[config.mk]
export PLATFORM = sky130hd
export DESIGN_NAME = windowed_mean_variance
export DESIGN_NICKNAME = d
export VERILOG_FILES = /design/src/hdl/wmv_pkg.sv /design/src/hdl/windowed_mean_variance.sv
export SDC_FILE = /design/constraint.sdc
export NUM_CORES = 2
export LEC_CHECK = 0
export ABC_AREA = 1
export BUFFER_PORTS_ARGS = -buffer_cell sky130_fd_sc_hd__buf_2
export CORE_MARGIN = 2
export CORE_UTILIZATION = 25
export CTS_CLUSTER_DIAMETER = 200
export DETAILED_ROUTE_END_ITERATION = 8
export PLACE_DENSITY = 0.46
export SLEW_MARGIN = 20
export SYNTH_ARGS = -nofsm -noshare
export SYNTH_HDL_FRONTEND = slang
export SYNTH_SLANG_ARGS = --single-unit
[constraint.sdc]
create_clock -name clk -period 20.5 [get_ports clk]
set_clock_uncertainty 0.05 [all_clocks]
set_input_delay 5.125 -clock clk [delete_from_list [all_inputs] [get_ports clk]]
set_output_delay 5.125 -clock clk [all_outputs]
set_load 0.1 [all_outputs]
[src/hdl/wmv_pkg.sv]
// Shared constants for the windowed mean and variance block.
`default_nettype none

package wmv_pkg;

  // Default sizing of the sample series
  localparam int unsigned MAX_SAMPLES_DEF = 4096;
  localparam int unsigned SAMPLE_BITS_DEF = 16;

  // Field widths of the stream payloads
  localparam int unsigned SAMPLE_W   = 16;
  localparam int unsigned MEAN_W     = 24;
  localparam int unsigned VAR_W      = 40;
  localparam int unsigned FRAC_BITS  = 8;
  localparam int unsigned OUT_DATA_W = MEAN_W + VAR_W;
  localparam int unsigned OUT_USER_W = 1;

  // Configuration register widths and reset values
  localparam int unsigned SPP_W       = 13;
  localparam int unsigned CENTRE_W    = 12;
  localparam int unsigned HALF_W      = 12;
  localparam int unsigned CFG_INDEX_W = 2;
  localparam int unsigned CFG_DATA_W  = 13;
  localparam logic [SPP_W-1:0] SPP_RESET = 13'd4096;

  // Configuration register indexes
  typedef enum logic [CFG_INDEX_W-1:0] {
    REG_SAMPLES_PER_PIXEL  = 2'd0,
    REG_EXCLUDE_ENABLE     = 2'd1,
    REG_CENTRE_INDEX       = 2'd2,
    REG_EXCLUDE_HALF_WIDTH = 2'd3
  } cfg_reg_t;

endpackage

`default_nettype wire

[src/hdl/windowed_mean_variance.sv]
// Per-pixel sample mean and unbiased variance over a windowed sample series.
//
// Usage:
//   Samples enter on the s_ stream, one per transaction, grouped into pixels
//   of samples_per_pixel samples (0 acts as 1, values above MAX_SAMPLES are
//   clamped). With exclude_enable set, samples whose position lies within
//   exclude_half_width of centre_index are skipped. After the last sample of a
//   pixel one transaction leaves on the m_ stream: mean and unbiased variance,
//   both with 8 fractional bits and truncated; tuser flags fewer than two
//   included samples (variance then zero).
// Timing:
//   An included sample runs through the sum and square accumulation states,
//   an excluded one is taken in the idle state alone; s_tready is low while
//   accumulating. Closing a pixel runs one shared adder through three
//   shift-add multiplies and two restoring divisions, one bit per cycle;
//   with fewer than two included samples only the mean division runs (one
//   sample) or none (no samples).
// Reset clears the accumulators, the position and the registers to defaults.
// The result sits in an output register; the next pixel accumulates while it
// waits, and only the close of that next pixel holds until it is taken.
`default_nettype none

module windowed_mean_variance #(
  parameter int unsigned MAX_SAMPLES = wmv_pkg::MAX_SAMPLES_DEF,
  parameter int unsigned SAMPLE_BITS = wmv_pkg::SAMPLE_BITS_DEF
) (
  input  wire logic                                clk,
  input  wire logic                                rst,
  // Configuration write port
  input  wire logic                                cfg_we,
  input  wire logic [wmv_pkg::CFG_INDEX_W-1:0]     cfg_index,
  input  wire logic [wmv_pkg::CFG_DATA_W-1:0]      cfg_data,
  // Sample stream
  input  wire logic                                s_tvalid,
  output logic                                     s_tready,
  input  wire logic [wmv_pkg::SAMPLE_W-1:0]        s_tdata,  // [15:0] sample
  // Result stream
  output logic                                     m_tvalid,
  input  wire logic                                m_tready,
  output logic [wmv_pkg::OUT_DATA_W-1:0]           m_tdata,  // [23:0] mean_value,
                                                             // [63:24] variance_value
  output logic [wmv_pkg::OUT_USER_W-1:0]           m_tuser   // [0] too_few_samples
);

  // Derived widths
  localparam int unsigned LOG_MAX = $clog2(MAX_SAMPLES);
  localparam int unsigned POS_W   = LOG_MAX;
  localparam int unsigned CNT_W   = $clog2(MAX_SAMPLES + 1);
  localparam int unsigned SUM_W   = SAMPLE_BITS + LOG_MAX;
  localparam int unsigned SQ_W    = 2 * SAMPLE_BITS + LOG_MAX;
  localparam int unsigned NUM_W   = CNT_W + SQ_W;
  localparam int unsigned DEN_W   = 2 * CNT_W;
  localparam int unsigned ADD_W   = NUM_W;
  localparam int unsigned DVD_W   = NUM_W + wmv_pkg::FRAC_BITS;
  localparam int unsigned CTR_W   = $clog2(DVD_W);
  localparam int unsigned LEN_W   = (CNT_W > wmv_pkg::SPP_W) ? CNT_W : wmv_pkg::SPP_W;
  localparam int unsigned WIN_W   =
    ((POS_W > wmv_pkg::CENTRE_W) ? POS_W : wmv_pkg::CENTRE_W) + 1;

  typedef enum logic [10:0] {
    ST_IDLE    = 11'b000_0000_0001,
    ST_ACC_SUM = 11'b000_0000_0010,
    ST_ACC_SQ  = 11'b000_0000_0100,
    ST_FIN     = 11'b000_0000_1000,
    ST_MUL_A   = 11'b000_0001_0000,
    ST_MUL_B   = 11'b000_0010_0000,
    ST_SUB     = 11'b000_0100_0000,
    ST_MUL_C   = 11'b000_1000_0000,
    ST_DIVV    = 11'b001_0000_0000,
    ST_DIVM    = 11'b010_0000_0000,
    ST_DONE    = 11'b100_0000_0000
  } state_t;

  // Configuration registers
  logic [wmv_pkg::SPP_W-1:0]    spp;
  logic                         exclude_enable;
  logic [wmv_pkg::CENTRE_W-1:0] centre_index;
  logic [wmv_pkg::HALF_W-1:0]   half_width;

  // Sequencer and accumulator state
  state_t                 state;
  logic [POS_W-1:0]       pos;
  logic [SUM_W-1:0]       sum;
  logic [SQ_W-1:0]        sumsq;
  logic [CNT_W-1:0]       count;
  logic [SAMPLE_BITS-1:0] s_reg;
  logic [2*SAMPLE_BITS-1:0] sq_reg;
  logic                   last_reg;

  // Working registers of the shared unit
  logic [ADD_W-1:0]       acc;
  logic [ADD_W-1:0]       mcand;
  logic [SUM_W-1:0]       mplier;
  logic [ADD_W-1:0]       t1;
  logic [DEN_W-1:0]       den;
  logic [DEN_W-1:0]       rem;
  logic [DVD_W-1:0]       dvd;
  logic [CTR_W-1:0]       cnt;
  logic [wmv_pkg::MEAN_W-1:0] mean_r;
  logic [wmv_pkg::VAR_W-1:0]  var_r;

  // Shared adder
  logic [ADD_W-1:0]       alu_a;
  logic [ADD_W-1:0]       alu_b;
  logic                   alu_sub;
  logic [ADD_W:0]         alu_res;
  logic                   alu_ge;

  // Per-sample decode
  logic [SAMPLE_BITS-1:0] s_in;
  logic [LEN_W-1:0]       spp_ext;
  logic [LEN_W-1:0]       len;
  logic [CNT_W-1:0]       pos_inc;
  logic                   is_last;
  logic [WIN_W-1:0]       win_lo;
  logic [WIN_W-1:0]       win_hi;
  logic                   in_win;
  logic                   included;
  logic [DEN_W:0]         trial;
  logic                   step_last;
  logic                   s_fire;

  // Write configuration registers
  always_ff @(posedge clk) begin
    if (rst) begin
      spp            <= wmv_pkg::SPP_RESET;
      exclude_enable <= 1'b0;
      centre_index   <= '0;
      half_width     <= '0;
    end else if (cfg_we) begin
      unique case (wmv_pkg::cfg_reg_t'(cfg_index))
        wmv_pkg::REG_SAMPLES_PER_PIXEL:  spp            <= cfg_data[wmv_pkg::SPP_W-1:0];
        wmv_pkg::REG_EXCLUDE_ENABLE:     exclude_enable <= cfg_data[0];
        wmv_pkg::REG_CENTRE_INDEX:       centre_index   <= cfg_data[wmv_pkg::CENTRE_W-1:0];
        wmv_pkg::REG_EXCLUDE_HALF_WIDTH: half_width     <= cfg_data[wmv_pkg::HALF_W-1:0];
        default: ;
      endcase
    end
  end

  // Decode pixel length, last sample and exclusion window
  always_comb begin
    s_in    = SAMPLE_BITS'(s_tdata);
    spp_ext = LEN_W'(spp);
    if (spp == '0) begin
      len = LEN_W'(1);
    end else if (spp_ext > LEN_W'(MAX_SAMPLES)) begin
      len = LEN_W'(MAX_SAMPLES);
    end else begin
      len = spp_ext;
    end
    pos_inc  = CNT_W'(pos) + CNT_W'(1);
    is_last  = LEN_W'(pos_inc) >= len;
    win_lo   = WIN_W'(pos) + WIN_W'(half_width);
    win_hi   = WIN_W'(centre_index) + WIN_W'(half_width);
    in_win   = (win_lo >= WIN_W'(centre_index)) && (WIN_W'(pos) <= win_hi);
    included = !(exclude_enable && in_win);
  end

  assign s_tready = (state == ST_IDLE);
  assign s_fire   = s_tvalid && s_tready;

  // Steer the shared adder
  always_comb begin
    alu_a   = '0;
    alu_b   = '0;
    alu_sub = 1'b0;
    trial   = {rem, dvd[DVD_W-1]};
    unique case (state)
      ST_ACC_SUM: begin
        alu_a = ADD_W'(sum);
        alu_b = ADD_W'(s_reg);
      end
      ST_ACC_SQ: begin
        alu_a = ADD_W'(sumsq);
        alu_b = ADD_W'(sq_reg);
      end
      ST_MUL_A, ST_MUL_B, ST_MUL_C: begin
        alu_a = acc;
        alu_b = mplier[0] ? mcand : '0;
      end
      ST_SUB: begin
        alu_a   = t1;
        alu_b   = acc;
        alu_sub = 1'b1;
      end
      ST_DIVV, ST_DIVM: begin
        alu_a   = ADD_W'(trial);
        alu_b   = ADD_W'(den);
        alu_sub = 1'b1;
      end
      default: ;
    endcase
    alu_res = {1'b0, alu_a} + {1'b0, (alu_sub ? ~alu_b : alu_b)}
            + {{ADD_W{1'b0}}, alu_sub};
    alu_ge  = alu_res[ADD_W];
  end

  assign step_last = (cnt == '0);

  // Sequence accumulation, multiplies and divisions
  always_ff @(posedge clk) begin
    if (rst) begin
      state    <= ST_IDLE;
      pos      <= '0;
      sum      <= '0;
      sumsq    <= '0;
      count    <= '0;
      m_tvalid <= 1'b0;
    end else begin
      // Raise the result at pixel close, drop it once taken
      if ((state == ST_DONE) && (!m_tvalid || m_tready)) begin
        m_tvalid <= 1'b1;
      end else if (m_tvalid && m_tready) begin
        m_tvalid <= 1'b0;
      end
      unique case (state)
        ST_IDLE: begin
          if (s_fire) begin
            s_reg    <= s_in;
            last_reg <= is_last;
            pos      <= is_last ? '0 : pos_inc[POS_W-1:0];
            if (included) begin
              state <= ST_ACC_SUM;
            end else if (is_last) begin
              state <= ST_FIN;
            end
          end
        end
        ST_ACC_SUM: begin
          sum    <= alu_res[SUM_W-1:0];
          sq_reg <= s_reg * s_reg;
          state  <= ST_ACC_SQ;
        end
        ST_ACC_SQ: begin
          sumsq <= alu_res[SQ_W-1:0];
          count <= count + CNT_W'(1);
          state <= last_reg ? ST_FIN : ST_IDLE;
        end
        ST_FIN: begin
          if (count == '0) begin
            mean_r <= '0;
            var_r  <= '0;
            state  <= ST_DONE;
          end else if (count == CNT_W'(1)) begin
            var_r <= '0;
            dvd   <= DVD_W'(sum) << wmv_pkg::FRAC_BITS;
            den   <= DEN_W'(count);
            rem   <= '0;
            cnt   <= CTR_W'(DVD_W - 1);
            state <= ST_DIVM;
          end else begin
            acc    <= '0;
            mcand  <= ADD_W'(sumsq);
            mplier <= SUM_W'(count);
            cnt    <= CTR_W'(CNT_W - 1);
            state  <= ST_MUL_A;
          end
        end
        ST_MUL_A: begin
          if (step_last) begin
            t1     <= alu_res[ADD_W-1:0];
            acc    <= '0;
            mcand  <= ADD_W'(sum);
            mplier <= sum;
            cnt    <= CTR_W'(SUM_W - 1);
            state  <= ST_MUL_B;
          end else begin
            acc    <= alu_res[ADD_W-1:0];
            mcand  <= mcand << 1;
            mplier <= mplier >> 1;
            cnt    <= cnt - CTR_W'(1);
          end
        end
        ST_MUL_B: begin
          acc    <= alu_res[ADD_W-1:0];
          mcand  <= mcand << 1;
          mplier <= mplier >> 1;
          cnt    <= cnt - CTR_W'(1);
          if (step_last) begin
            state <= ST_SUB;
          end
        end
        ST_SUB: begin
          t1     <= alu_res[ADD_W-1:0];
          acc    <= '0;
          mcand  <= ADD_W'(count);
          mplier <= SUM_W'(count - CNT_W'(1));
          cnt    <= CTR_W'(CNT_W - 1);
          state  <= ST_MUL_C;
        end
        ST_MUL_C: begin
          if (step_last) begin
            den   <= alu_res[DEN_W-1:0];
            dvd   <= DVD_W'(t1) << wmv_pkg::FRAC_BITS;
            rem   <= '0;
            cnt   <= CTR_W'(DVD_W - 1);
            state <= ST_DIVV;
          end else begin
            acc    <= alu_res[ADD_W-1:0];
            mcand  <= mcand << 1;
            mplier <= mplier >> 1;
            cnt    <= cnt - CTR_W'(1);
          end
        end
        ST_DIVV: begin
          if (step_last) begin
            var_r <= wmv_pkg::VAR_W'({dvd[DVD_W-2:0], alu_ge});
            dvd   <= DVD_W'(sum) << wmv_pkg::FRAC_BITS;
            den   <= DEN_W'(count);
            rem   <= '0;
            cnt   <= CTR_W'(DVD_W - 1);
            state <= ST_DIVM;
          end else begin
            rem <= alu_ge ? alu_res[DEN_W-1:0] : trial[DEN_W-1:0];
            dvd <= {dvd[DVD_W-2:0], alu_ge};
            cnt <= cnt - CTR_W'(1);
          end
        end
        ST_DIVM: begin
          rem <= alu_ge ? alu_res[DEN_W-1:0] : trial[DEN_W-1:0];
          dvd <= {dvd[DVD_W-2:0], alu_ge};
          cnt <= cnt - CTR_W'(1);
          if (step_last) begin
            mean_r <= wmv_pkg::MEAN_W'({dvd[DVD_W-2:0], alu_ge});
            state  <= ST_DONE;
          end
        end
        ST_DONE: begin
          // Hold until the output register is free, then clear the accumulators
          if (!m_tvalid || m_tready) begin
            m_tdata  <= {var_r, mean_r};
            m_tuser  <= wmv_pkg::OUT_USER_W'(count < CNT_W'(2));
            sum      <= '0;
            sumsq    <= '0;
            count    <= '0;
            state    <= ST_IDLE;
          end
        end
        default: state <= ST_IDLE;
      endcase
    end
  end

  // Flagged results carry zero variance
  a_flag_zero_var: assert property (@(posedge clk) disable iff (rst)
    (m_tvalid && m_tuser[0]) |-> (m_tdata[wmv_pkg::OUT_DATA_W-1:wmv_pkg::MEAN_W] == '0))
    else $error("flagged result with non-zero variance");

  // A new result only appears after the close of a pixel
  a_result_from_done: assert property (@(posedge clk) disable iff (rst)
    $rose(m_tvalid) |-> $past(state == ST_DONE))
    else $error("result raised outside pixel close");

  // Divisions never run with a zero divisor
  a_den_nonzero: assert property (@(posedge clk) disable iff (rst)
    ((state == ST_DIVV) || (state == ST_DIVM)) |-> (den != '0))
    else $error("division with zero divisor");

  // The included count never exceeds the longest pixel
  a_count_bound: assert property (@(posedge clk) disable iff (rst)
    (count <= CNT_W'(MAX_SAMPLES)))
    else $error("included count beyond pixel length");

endmodule

`default_nettype wire
==> flow_summary_export.csv <==
group,metric,value,unit
placement,gp_congestion,0.936,
synthesis,synthFlopType,"edfxtp_1",
pwr,pwr_density_cell,154,nW/um^2
setup_path,path_class,"reg2out",
setup_path,cp-start-kind,"flop",
floorplanning,num_io_pins,103,
setup_path,crit_fanout,7,
cts,post_cts_buffers,0,
sta,post-route-min-period,7540,ps
cts,clock_sinks,647,
worst_hold_path,hold_depth,0,
drt,via_per_inst,4.75,
setup_path,critPathSlowestCell,"buf_2",
pwr,power.ir.vdd_worst,0.288,mV
synthesis,synth-compound-area-share,0.133,
synthesis,synth_fa_ha_area_frac,0.151,
cells_and_area,regMostFlops,"dvd",
worst_hold_path,hold_path_class,"reg2reg",
grt,antenna_found_initial,9,
drt,wl,137000,um
cts,cts_resized,0,
grt,grt_pass1_vias,32585,
drt,drt-initial-drc-count,3026,
synthesis,synth_top_family_by_area,"simple AND/OR/NAND/NOR gates",
worst_hold_path,hold_end,"m_tdata[39]",
synthesis,yosys_warnings,0,
cts,clock_latency,700,ps
grt,groute.usage.overall,0.163,
sta,final_max_slew_viol_count,0,
cts,cts-hold-fix-buffers,0,
synthesis,yosysTopAreaCellShare,0.367,
grt,grt_overflow,0,
sta,hold_ws,366,ps
synthesis,synth_edf_count,500,
synthesis,async_flop_share,0,
synthesis,synth_fp_nets,5035,
setup_path,reg2reg_to,"sq_reg[28]",
floorplanning,dieHeight,408,um
synthesis,synthesis.area,40900,sq um
drt,vias,32770,
synthesis,ys_types,65,
setup_path,crit_buf_inv,2,
setup_path,crit_family,"buffers and inverters",
floorplanning,coreArea,163000,sq um
setup_path,slowest_delay,470,ps
cells_and_area,top_regs,"dvd: 65 flops, m_tdata: 64 flops",
sta,slew_headroom,0.295,
synthesis,synthXorXnorAreaFrac,0.0280,
synthesis,avgSynthCellArea,8.87,sq um
drt,wl_per_cell,19.9,um
cts,cts.clk_slew.worst_paths,60,ps
cts,htreeDepth,3,
flow_run,maxCapViolCount,0,
placement,placed_cell_area,43900,sq um
synthesis,synth_seq_area_share,0.439,
drt,postRouteAntennaNets,0,
cts,cts_root_buf,"clkbuf_16",
sta,rsz0062_at_grt,"no",
sta,setup_viol,0,
synthesis,synth_most_common_cell,"nand2_1",
cts,cts_tree,"yes",
setup_path,r2r_slack,13470,ps
synthesis,ys_ff_latch,647,
sta,setup_tns,0,ps
drt,drt_first_pass_iters,7,
sta,fin_crit_sh,0.368,
floorplanning,die_w,408,um
sta,fmax,133,MHz
cells_and_area,final_area,46700,sq um
cells_and_area,finalNonFillerCells,6900,
setup_path,required,15330,ps
synthesis,synth_commonest_cells,"810 x nand2_1, 778 x inv_1, 500 x edfxtp_1",
setup_path,crit_chain,"nor2_4, nand2_4, nor2_8, nand2_1, inv_1, buf_2",
floorplanning,initial_utilization,0.251,
placement,dp_hpwl,96900,um
synthesis,yosys.area_share.simple,0.158,
cells_and_area,area_growth,14.2,%
worst_hold_path,min_from,"var_r[15]",
setup_path,worst-endpoint-arrival,2370,ps
synthesis,ys_top_cells_by_area,"edfxtp_1 37%, fa_1 8.3%, nand2_1 7.4%",
grt,grt_pass1_wl,208000,um
run_status,status,"finished, final reports clean",
drt,drc_errors,0,
synthesis,yosysTopAreaCell,"edfxtp_1",
cells_and_area,final_core_util,0.287,
synthesis,post_synth_mux_area_share,0,
cells_and_area,largest_reg_flops,65,
cells_and_area,drive_above_1_share,0.0815,
cts,clockBufferDepth,3,
cells_and_area,fin_nets,5085,
pwr,p_leak,19.5,nW
placement,dp_cells,6750,
floorplanning,num_rows,148,
synthesis,netlist_instances,4607,
grt,grt_max_degree,71,
floorplanning,die_area,167000,sq um
setup_path,endpoint_kind,"output pin",
setup_path,reg2regPathDepth,22,
setup_path,r2r-start,"s_reg[9]",
cts,numCtsBuffers,80,
placement,portBuffers,102,
sta,finalHoldViolCount,0,
sta,worst_slew_pin_slew,1060,ps
-- cells by family after synthesis --
group                    count (synthesis)
AO/OA/AOI/OAI                          892
XOR/XNOR                               127
adder cells (fa/ha/maj)                392
buffers and inverters                  985
flip-flops                             647
AND/OR/NAND/NOR                       1564
-- how the worst max path moves through the flow --
stage / from / to / slack [ps] / depth (start not counted)
finish: state[10] / s_tready / 12960 / 6
global route: state[10] / s_tready / 12850 / 6
CTS: state[10] / s_tready / 12890 / 6
detailed placement: m_tready / count[5] / 12420 / 12
global placement: m_tready / count[5] / 12410 / 12
floorplan: rst / acc[0] / 7320 / 4
-- metrics by stage --
step / power, W / setup slack [ps]
finish: 0.00718 / 12960
CTS: 0.00728 / 12890
global route: 0.00788 / 12850
detailed placement: 0.00572 / 12420
floorplan: 0.00467 / 7320
global placement: 0.00569 / 12410
-- report_power, final --
part | internal [W] | switching (W)
logic | 0.00142 | 0.00249
registers | 0.00169 | 0.0000519
clock network | 0.000890 | 0.000629
total | 0.00400 | 0.00318
-- layer usage --
metal	wire length, um	part of all wire	vias up	track usage
li1	-	-	15451	-
met1	63700	0.46	16001	0.229
met2	60700	0.44	1128	0.255
met3	9830	0.071	182	0.0298
met4	3200	0.023	8	0.0442
met5	53	0.00039	-	0
-- worst reg2reg max path, delay by kind of cell, from the launching register on --
kind	cells	cell delay, ps
AO/OA/AOI/OAI	6	1370
XOR/XNOR	1	170
adder cells (fa/ha/maj)	7	3520
buffers and inverters	4	280
flip-flops	1	950
AND/OR/NAND/NOR	4	440
-- cell type report --
class / count / area [sq um]
Tap cell: 2175 / 2720
Sequential cell: 647 / 18000
Timing Repair Buffer: 154 / 903
Clock inverter: 57 / 711
Fill cell: 17460 / 116000
Antenna cell: 2 / 5.00
Clock buffer: 91 / 2070
Inverter: 799 / 3000
Multi-Input combinational cell: 2975 / 19300
-- layout by cell type (no fill, tap or decap), types with 57 or more instances in the layout --
cell | synthesis | final
o22ai_1 | 57 | 57
ha_1 | 223 | 223
inv_1 | 778 | 776
buf_2 | 15 | 101
dfxtp_1 | 147 | 147
o21ai_0 | 225 | 225
nand3_1 | 133 | 132
nand2_1 | 810 | 808
clkbuf_16 | 0 | 80
nor2_1 | 472 | 466
xor2_1 | 67 | 67
a21oi_1 | 304 | 303
fa_1 | 169 | 169
edfxtp_1 | 500 | 500
(Power assumes the default switching activity.)
